`config.mk`:
```
export PLATFORM = sky130hd
export DESIGN_NAME = press_gesture_bar_controller
export DESIGN_NICKNAME = d
export VERILOG_FILES = /design/src/sv/pgbc_pkg.sv /design/src/sv/press_gesture_bar_controller.sv
export VERILOG_INCLUDE_DIRS = /design/src /design/src/sv
export SDC_FILE = /design/constraint.sdc
export NUM_CORES = 1
export LEC_CHECK = 0
export BUFFER_PORTS_ARGS = -buffer_cell sky130_fd_sc_hd__buf_2
export CAP_MARGIN = 20
export CORE_MARGIN = 3
export CORE_UTILIZATION = 56
export DETAILED_ROUTE_END_ITERATION = 10
export PLACE_DENSITY_LB_ADDON = 0.12
export RECOVER_POWER = 50
export REMOVE_ABC_BUFFERS = 1
export SETUP_SLACK_MARGIN = 0.3
export SYNTH_ARGS = -nofsm -noshare
export SYNTH_HDL_FRONTEND = slang
export SYNTH_SLANG_ARGS = --single-unit
```
`constraint.sdc`:
```
create_clock -name i_clk -period 5.67 [get_ports i_clk]
set_input_delay 0.2835 -clock i_clk [delete_from_list [all_inputs] [get_ports i_clk]]
set_output_delay 0.2835 -clock i_clk [all_outputs]
set_load 0.02 [all_outputs]
```
`src/sv/press_gesture_bar_controller_defines.svh`:
```
// ---------------------------------------------------------------------------
// Press gesture bar controller assertion macros
// Shared concurrent assertion forms used at the end of the top level.
// ---------------------------------------------------------------------------
`ifndef PRESS_GESTURE_BAR_CONTROLLER_DEFINES_SVH
`define PRESS_GESTURE_BAR_CONTROLLER_DEFINES_SVH

// Same-cycle implication, sampled on the block clock, off during reset
`define PGBC_ASSERT_NOW(lbl, ante, cons) \
    lbl: assert property (@(posedge i_clk) disable iff (!i_rst_n) (ante) |-> (cons)) \
        else $error("pgbc assertion failed");

// Next-cycle implication, sampled on the block clock, off during reset
`define PGBC_ASSERT_NEXT(lbl, ante, cons) \
    lbl: assert property (@(posedge i_clk) disable iff (!i_rst_n) (ante) |=> (cons)) \
        else $error("pgbc assertion failed");

`endif

```
`src/sv/pgbc_pkg.sv`:
```
// ---------------------------------------------------------------------------
// Press gesture bar controller package
// Widths, state and gesture codes, register indexes and the bar decoder.
// ---------------------------------------------------------------------------
package pgbc_pkg;

    localparam int BAR_LEDS  = 16;
    localparam int LIT_W     = 5;
    localparam int TICK_W    = 32;
    localparam int CFG_W     = 16;
    localparam int CFG_IDX_W = 8;
    localparam int STATE_W   = 4;
    localparam int GEST_W    = 3;

    // register indexes
    localparam logic [CFG_IDX_W-1:0] CFG_LONG_PRESS = 8'd0;
    localparam logic [CFG_IDX_W-1:0] CFG_GAP        = 8'd1;

    localparam logic [CFG_W-1:0] LONG_PRESS_RESET = 16'd300;
    localparam logic [CFG_W-1:0] GAP_RESET        = 16'd200;

    // machine states
    localparam logic [STATE_W-1:0] ST_IDLE      = 4'd0;
    localparam logic [STATE_W-1:0] ST_PRESS1    = 4'd1;
    localparam logic [STATE_W-1:0] ST_LONG1     = 4'd2;
    localparam logic [STATE_W-1:0] ST_GAP_SHORT = 4'd3;
    localparam logic [STATE_W-1:0] ST_GAP_LONG  = 4'd4;
    localparam logic [STATE_W-1:0] ST_PRESS_S2  = 4'd5;
    localparam logic [STATE_W-1:0] ST_PRESS_L2  = 4'd6;
    localparam logic [STATE_W-1:0] ST_LONG_S2   = 4'd7;
    localparam logic [STATE_W-1:0] ST_LONG_L2   = 4'd8;

    // gesture codes
    localparam logic [GEST_W-1:0] G_NONE = 3'd0;
    localparam logic [GEST_W-1:0] G_S    = 3'd1;
    localparam logic [GEST_W-1:0] G_L    = 3'd2;
    localparam logic [GEST_W-1:0] G_SS   = 3'd3;
    localparam logic [GEST_W-1:0] G_SL   = 3'd4;
    localparam logic [GEST_W-1:0] G_LS   = 3'd5;
    localparam logic [GEST_W-1:0] G_LL   = 3'd6;

    // thermometer bar, MSB lit first; levels above the bar length light all
    function automatic logic [BAR_LEDS-1:0] bar_pattern(input logic [LIT_W-1:0] lit);
        logic [BAR_LEDS-1:0] ones;
        ones = '1;
        return ~(ones >> lit);
    endfunction

endpackage

```
`src/sv/press_gesture_bar_controller.sv`:
```
// ---------------------------------------------------------------------------
// Press gesture bar controller
// Classifies button presses into gestures and drives a 16-LED bar.
// ---------------------------------------------------------------------------
// Each input item is one button poll (tick time, button level, clear request)
// and gives exactly one result item: the bar as two bytes, the lit LED count
// and the gesture completed at that poll. The block takes one item per clock
// cycle while the result is not stalled. An item is registered on entry, and
// its result is registered when the entry register advances into the result
// register. The rate is set by the state update between the two registers
// (two 32-bit elapsed-time compares and the gesture step). Result stall holds
// the output register and pushes back on the input once the entry register is
// also full. Configuration writes are always ready and take effect at once.
`include "press_gesture_bar_controller_defines.svh"

module press_gesture_bar_controller
    import pgbc_pkg::*;
(
    input  logic                 i_clk,
    input  logic                 i_rst_n,
    // configuration write channel
    input  logic                 i_cfg_valid,
    output logic                 o_cfg_ready,
    input  logic [CFG_IDX_W-1:0] i_cfg_index,
    input  logic [CFG_W-1:0]     i_cfg_data,
    // input items
    input  logic                 i_in_valid,
    output logic                 o_in_stall,
    input  logic [TICK_W-1:0]    i_now_ticks,
    input  logic                 i_button_down,
    input  logic                 i_clear_request,
    // result items
    output logic                 o_out_valid,
    input  logic                 i_out_stall,
    output logic [7:0]           o_bar_upper,
    output logic [7:0]           o_bar_lower,
    output logic [LIT_W-1:0]     o_lit_count,
    output logic [GEST_W-1:0]    o_gesture
);

    // configuration registers
    logic [CFG_W-1:0] r_long_press_ticks;
    logic [CFG_W-1:0] r_gap_ticks;

    // entry register
    logic              r_s1_valid;
    logic [TICK_W-1:0] r_s1_now;
    logic              r_s1_down;
    logic              r_s1_clr;

    // machine state
    logic [STATE_W-1:0] r_state, n_state;
    logic [LIT_W-1:0]   r_lit, n_lit;
    logic [TICK_W-1:0]  r_press, n_press;
    logic [TICK_W-1:0]  r_rel, n_rel;

    // result register
    logic                r_out_valid;
    logic [BAR_LEDS-1:0] r_bar;
    logic [LIT_W-1:0]    r_lit_out;
    logic [GEST_W-1:0]   r_gesture;

    logic              s2_adv;
    logic              s2_fire;
    logic              long_to;
    logic              gap_to;
    logic [GEST_W-1:0] n_gesture;
    logic [TICK_W-1:0] press_elapsed;
    logic [TICK_W-1:0] rel_elapsed;

    // handshake
    assign o_cfg_ready = 1'b1;
    assign s2_adv      = !r_out_valid || !i_out_stall;
    assign s2_fire     = r_s1_valid && s2_adv;
    assign o_in_stall  = r_s1_valid && !s2_adv;

    // configuration writes
    always_ff @(posedge i_clk) begin
        if (!i_rst_n) begin
            r_long_press_ticks <= LONG_PRESS_RESET;
            r_gap_ticks        <= GAP_RESET;
        end else if (i_cfg_valid && o_cfg_ready) begin
            case (i_cfg_index)
                CFG_LONG_PRESS: r_long_press_ticks <= i_cfg_data;
                CFG_GAP:        r_gap_ticks        <= i_cfg_data;
                default:        ;
            endcase
        end
    end

    // entry register
    always_ff @(posedge i_clk) begin
        if (!i_rst_n) begin
            r_s1_valid <= 1'b0;
        end else if (!o_in_stall) begin
            r_s1_valid <= i_in_valid;
        end
    end

    always_ff @(posedge i_clk) begin
        if (!o_in_stall && i_in_valid) begin
            r_s1_now  <= i_now_ticks;
            r_s1_down <= i_button_down;
            r_s1_clr  <= i_clear_request;
        end
    end

    // elapsed times, modulo the tick width
    assign press_elapsed = r_s1_now - r_press;
    assign rel_elapsed   = r_s1_now - r_rel;
    assign long_to = press_elapsed >= {{(TICK_W-CFG_W){1'b0}}, r_long_press_ticks};
    assign gap_to  = rel_elapsed   >= {{(TICK_W-CFG_W){1'b0}}, r_gap_ticks};

    // gesture machine and bar update
    always_comb begin
        n_state   = r_state;
        n_lit     = r_lit;
        n_press   = r_press;
        n_rel     = r_rel;
        n_gesture = G_NONE;

        case (r_state)
            ST_PRESS1: begin
                if (long_to) begin
                    n_state = ST_LONG1;
                end else if (!r_s1_down) begin
                    n_rel   = r_s1_now;
                    n_state = ST_GAP_SHORT;
                end
            end
            ST_LONG1: begin
                if (!r_s1_down) begin
                    n_rel   = r_s1_now;
                    n_state = ST_GAP_LONG;
                end
            end
            ST_GAP_SHORT, ST_GAP_LONG: begin
                if (gap_to) begin
                    n_gesture = (r_state == ST_GAP_SHORT) ? G_S : G_L;
                    n_state   = ST_IDLE;
                end else if (r_s1_down) begin
                    n_press = r_s1_now;
                    n_state = (r_state == ST_GAP_SHORT) ? ST_PRESS_S2 : ST_PRESS_L2;
                end
            end
            ST_PRESS_S2, ST_PRESS_L2: begin
                if (long_to) begin
                    n_state = (r_state == ST_PRESS_S2) ? ST_LONG_S2 : ST_LONG_L2;
                end else if (!r_s1_down) begin
                    n_gesture = (r_state == ST_PRESS_S2) ? G_SS : G_LS;
                    n_state   = ST_IDLE;
                end
            end
            ST_LONG_S2, ST_LONG_L2: begin
                if (!r_s1_down) begin
                    n_gesture = (r_state == ST_LONG_S2) ? G_SL : G_LL;
                    n_state   = ST_IDLE;
                end
            end
            default: begin
                // idle, and any unused code
                if (r_s1_down) begin
                    n_press = r_s1_now;
                    n_state = ST_PRESS1;
                end else begin
                    n_state = ST_IDLE;
                end
            end
        endcase

        // bar change for the completed gesture; full and empty bars saturate
        case (n_gesture)
            G_S:     if (r_lit < LIT_W'(BAR_LEDS)) n_lit = r_lit + 1'b1;
            G_SS:    if (r_lit != '0) n_lit = r_lit - 1'b1;
            G_L:     n_lit = LIT_W'(8);
            G_SL:    n_lit = LIT_W'(6);
            G_LS:    n_lit = LIT_W'(BAR_LEDS);
            G_LL:    n_lit = '0;
            default: ;
        endcase

        // clear keeps the gesture code but zeroes all state
        if (r_s1_clr) begin
            n_state = ST_IDLE;
            n_lit   = '0;
            n_press = '0;
            n_rel   = '0;
        end
    end

    // state registers
    always_ff @(posedge i_clk) begin
        if (!i_rst_n) begin
            r_state <= ST_IDLE;
            r_lit   <= '0;
            r_press <= '0;
            r_rel   <= '0;
        end else if (s2_fire) begin
            r_state <= n_state;
            r_lit   <= n_lit;
            r_press <= n_press;
            r_rel   <= n_rel;
        end
    end

    // result register
    always_ff @(posedge i_clk) begin
        if (!i_rst_n) begin
            r_out_valid <= 1'b0;
        end else if (s2_adv) begin
            r_out_valid <= r_s1_valid;
        end
    end

    always_ff @(posedge i_clk) begin
        if (s2_fire) begin
            r_bar     <= bar_pattern(n_lit);
            r_lit_out <= n_lit;
            r_gesture <= n_gesture;
        end
    end

    assign o_out_valid = r_out_valid;
    assign o_bar_upper = r_bar[BAR_LEDS-1:BAR_LEDS/2];
    assign o_bar_lower = r_bar[BAR_LEDS/2-1:0];
    assign o_lit_count = r_lit_out;
    assign o_gesture   = r_gesture;

    // checks
    `PGBC_ASSERT_NOW(a_lit_range, r_out_valid, r_lit_out <= LIT_W'(BAR_LEDS))
    `PGBC_ASSERT_NOW(a_bar_matches_count, r_out_valid,
        $countones(r_bar) == int'(r_lit_out))
    `PGBC_ASSERT_NOW(a_gesture_ends_idle, r_out_valid && (r_gesture != G_NONE),
        r_state == ST_IDLE)
    `PGBC_ASSERT_NEXT(a_stall_holds_entry, o_in_stall, r_s1_valid)

endmodule
```
==> out/results.txt <==
cells taking the most area after synthesis -> dfxtp_1, edfxtp_1, ha_1
number of enable-type register cells in the synthesized netlist -> 57
Nets -> 1658
routed len/inst -> 18.9 um
ratio of cells with drive above 1 in the final layout -> 17.2%
overall power consumption -> 3130 uW
reg2reg setup slack -> 220 ps
critical path launch point type -> flip-flop
clock period minus worst slack -> 5450 ps
ordered cell list for the critical path -> ha_4 > nand2_1 > or3_4 > buf_4 > a21oi_4 > nor2_2 > xnor2_1 > ha_1 > nand4_1 > nor2_1 > nor2_1 > a21o_1 > or4b_4 > nor4b_4 > nand4b_1 > or4_4 > a21oi_4 > nor3_2 > o311a_4 > a21oi_4 > inv_2 > or4_1
Core Rows -> 51
top achievable clock speed -> 183 MHz
worst reg2reg path depth -> 22
area enclosed by the die boundary -> 22400 um2
final hold violation count -> 0
worst min-delay path class -> input port to flip-flop
relative contribution of the clock network to total power -> 37.4%
violated checks -> max-capacitance violations, max-slew violations
unrepaired setup endpoints after global routing -> true
area share of the largest cell type after synthesis -> 18.5%
combinational fraction of design power -> 21.7%
most used cell along the critical path -> a21oi_4
number of pins with negative max-slew slack in the final report -> 161
Crit Path Class -> flip-flop to flip-flop
initial antenna violation count -> 0
clock-pin slew on the worst setup and hold paths -> 70 ps
total congestion overflow -> 0
worst clock skew -> 11.3 ps
DR iter-0 viols -> 911
peak supply drop -> 0.216 mV
All-Layer GR Usage -> 28.2%
core area -> 19900 um2
Worst Setup End Kind -> flip-flop
worst hold slack after final layout -> 11.4 ps
run status -> finished, violations left
Least-Margin Pin Slew -> 3050 ps
horizontal die dimension -> 150 um
Port-buffer cells -> 88
switching power share of the total -> 31.4%
most frequently used flop master after synthesis -> dfxtp_1
Top Ports -> 90
critical path arrival -> 5630 ps
distinct cell type count after synthesis -> 85
endpoints failing setup -> 0
effective utilization at floorplan -> 58.1%
synthesized instance count -> 1388
sequential element share of the synthesized area -> 33.3%
crit share post-route -> 96.1%
Cells on Worst Hold Path -> 1
final core utilization -> 68.6%
power density cells -> 229 nW/um2
Max-Slew Margin vs Limit -> -104%
data required time at the worst endpoint -> 5850 ps
Diodes inserted -> 0
area growth from synthesis to layout -> 17.9%
largest fanout of any net on the critical path -> 4
net load switching power -> 984 uW
Die Height -> 150 um
final weighted congestion in routability-driven placement -> 1.01
maximum count of clock buffers along a single path -> 2
leakage power -> 0.00523 uW
count of antenna-violating nets left after detailed routing -> 0
register bit count reported by yosys -> 164
post-route insts no fill -> 1775
fraction of power consumed by sequential logic -> 40.9%
number of optimization iterations in the first detailed-route pass -> 5
cell area after synthesis -> 11600 um2
library cell used as clock root buffer -> clkbuf_16
clock latency of the later-clocked register in the worst-skew pair -> 440 ps
final HPWL from detailed placement -> 23200 um
Synth area leader -> dfxtp_1
longest individual stage delay on the worst path -> 510 ps
first-pass GRT wire length -> 50800 um
WL final -> 33500 um
MaxCap Viol Count -> 4
Num CTS Buffers -> 17
vias -> 11119
Pint -> 2140 uW
number of H-tree levels -> 4
via count of the first global-routing pass -> 10243
placed insts -> 1725
TritonCTS clock tree -> built
Avg Inst Size Synth -> 8.34 um2
sink count of the clock tree -> 164
number of vias per cell after detailed routing -> 6.26
maximum number of pins on one net before global-route repair -> 65
share of synthesized registers carrying an async set or reset -> 0%
total of warnings raised by yosys -> 0
number of DRC violations after detailed routing -> 0
CP max stage cell -> edfxtp_1
==> repair_timing <==
item	CTS	global route
gates resized for setup	36	39
pin swaps	31	19
setup buffers	3	9
hold buffers	0	0
cloned	1	4
hold endpoints to repair	0	0
endpoints found under the setup margin	22	92
==> cell type report <==
class                      count  area, um2
fill                        1647       6260
timing repair buffer         166       1090
clock buffer                  18        429
inverter                     117        439
clock inverter                14        168
multi-input combinational   1031       7340
sequential                   164       3850
tap                          265        332
==> power groups by stage <==
stage	registers (uW)	clock network, uW	logic (uW)
2_1_floorplan	1300	0	414
3_3_place_gp	1300	0	608
3_5_place_dp	1300	0	622
4_1_cts	1270	1180	641
5_1_grt	1280	1230	742
6_report	1280	1170	680
==> sequential cells by signal, indices dropped and copies added, names as in the netlist, 4 cells and up <==
register and count:
r_gap_ticks 16, r_rel 32, r_press 32, r_long_press_ticks 16
r_s1_now 32, r_state 4, r_lit 5, o_lit_count 4
r_bar 16
==> kinds of logic after synthesis <==
| family | count (synthesis) | synth area share [%] |
|---|---|---|
| xor gates and xnor gates | 45 | 3.41 |
| DFF | 164 | 33.3 |
| AOI/OAI and AO/OA | 401 | 23.6 |
| and+or+nand+nor | 445 | 18.8 |
| muxes | 40 | 3.49 |
| other | 1 | 0.0324 |
| adders and majority gates | 98 | 10.7 |
| buffers and inverters | 194 | 6.54 |
==> stage by stage <==
stage | instance area [um2] | TNS (ps) | worst slack (ps)
after floorplan | 11300 | -22940 | -468
after global placement | 12500 | 0 | 43.0
after detailed placement | 12500 | -96.2 | -55.9
after CTS | 13400 | 0 | 256
after global routing | 13600 | -0.525 | -0.525
final | 13600 | 0 | 219
==> final timing paths <==
path	startpoint	end
max	r_s1_now[7]	r_bar[15]
min	i_now_ticks[6]	r_s1_now[6]
max reg2reg	r_s1_now[7]	r_bar[15]
min reg2reg	r_rel[31]	r_rel[31]
==> routing by layer <==
| metal | vias to the layer above | track usage [%] | part of all wire [%] |
|---|---|---|---|
| li1 | 5318 | - | - |
| met2 | 499 | 45.5 | 46 |
| met5 | - | 0 | 0 |
| met4 | 0 | 9.47 | 2.6 |
| met3 | 78 | 4.09 | 8.0 |
| met1 | 5224 | 38.9 | 43 |
==> critical path, delay by kind of cell (launching register included) <==
| family | cells | cell delay (ps) |
|---|---|---|
| xor+xnor | 1 | 200 |
| flops | 1 | 510 |
| simple gates | 12 | 2650 |
| compound gates | 5 | 1030 |
| buf+inv | 2 | 210 |
| fa+ha+maj | 2 | 590 |
==> cell usage in the layout (no fill, tap or decap), types with 6 or more instances in the layout <==
master and instances:
nand4_1 52, o211ai_1 16, nand2_1 113, edfxtp_1 57, a21o_1 22, dfxtp_1 106, o21bai_1 6, inv_1 115
clkbuf_1 32, clkbuf_16 20, a31oi_1 11, a21oi_2 14, xor2_1 17, a21oi_1 87, nor2b_1 8, nand2b_1 7
o31ai_1 37, a211oi_2 6, ha_1 92, buf_2 61, xnor2_1 27, o2111ai_1 7, o21ai_1 11, nor3_1 20
mux2i_1 37, buf_4 63, a211oi_1 12, or2_2 6, o21ai_0 53, and3_1 8, and2_1 6, a22oi_1 34
o21a_1 17, nand3_1 28, nor2_1 133
==> synthesized netlist by cell type (16+ instances only) <==
cell type,n
clkbuf_1,57
xnor2_1,28
o211ai_1,16
dfxtp_1,107
nand3_1,28
inv_1,115
nand2_1,116
xor2_1,17
edfxtp_1,57
ha_1,96
nor3_1,24
a21oi_1,99
o21ai_0,59
mux2i_1,37
a211oi_1,17
nand4_1,52
nor2_1,136
o31ai_1,37
a21o_1,22
a22oi_1,36
o21a_1,17
No activity file was read; power rests on OpenSTA's default activity.
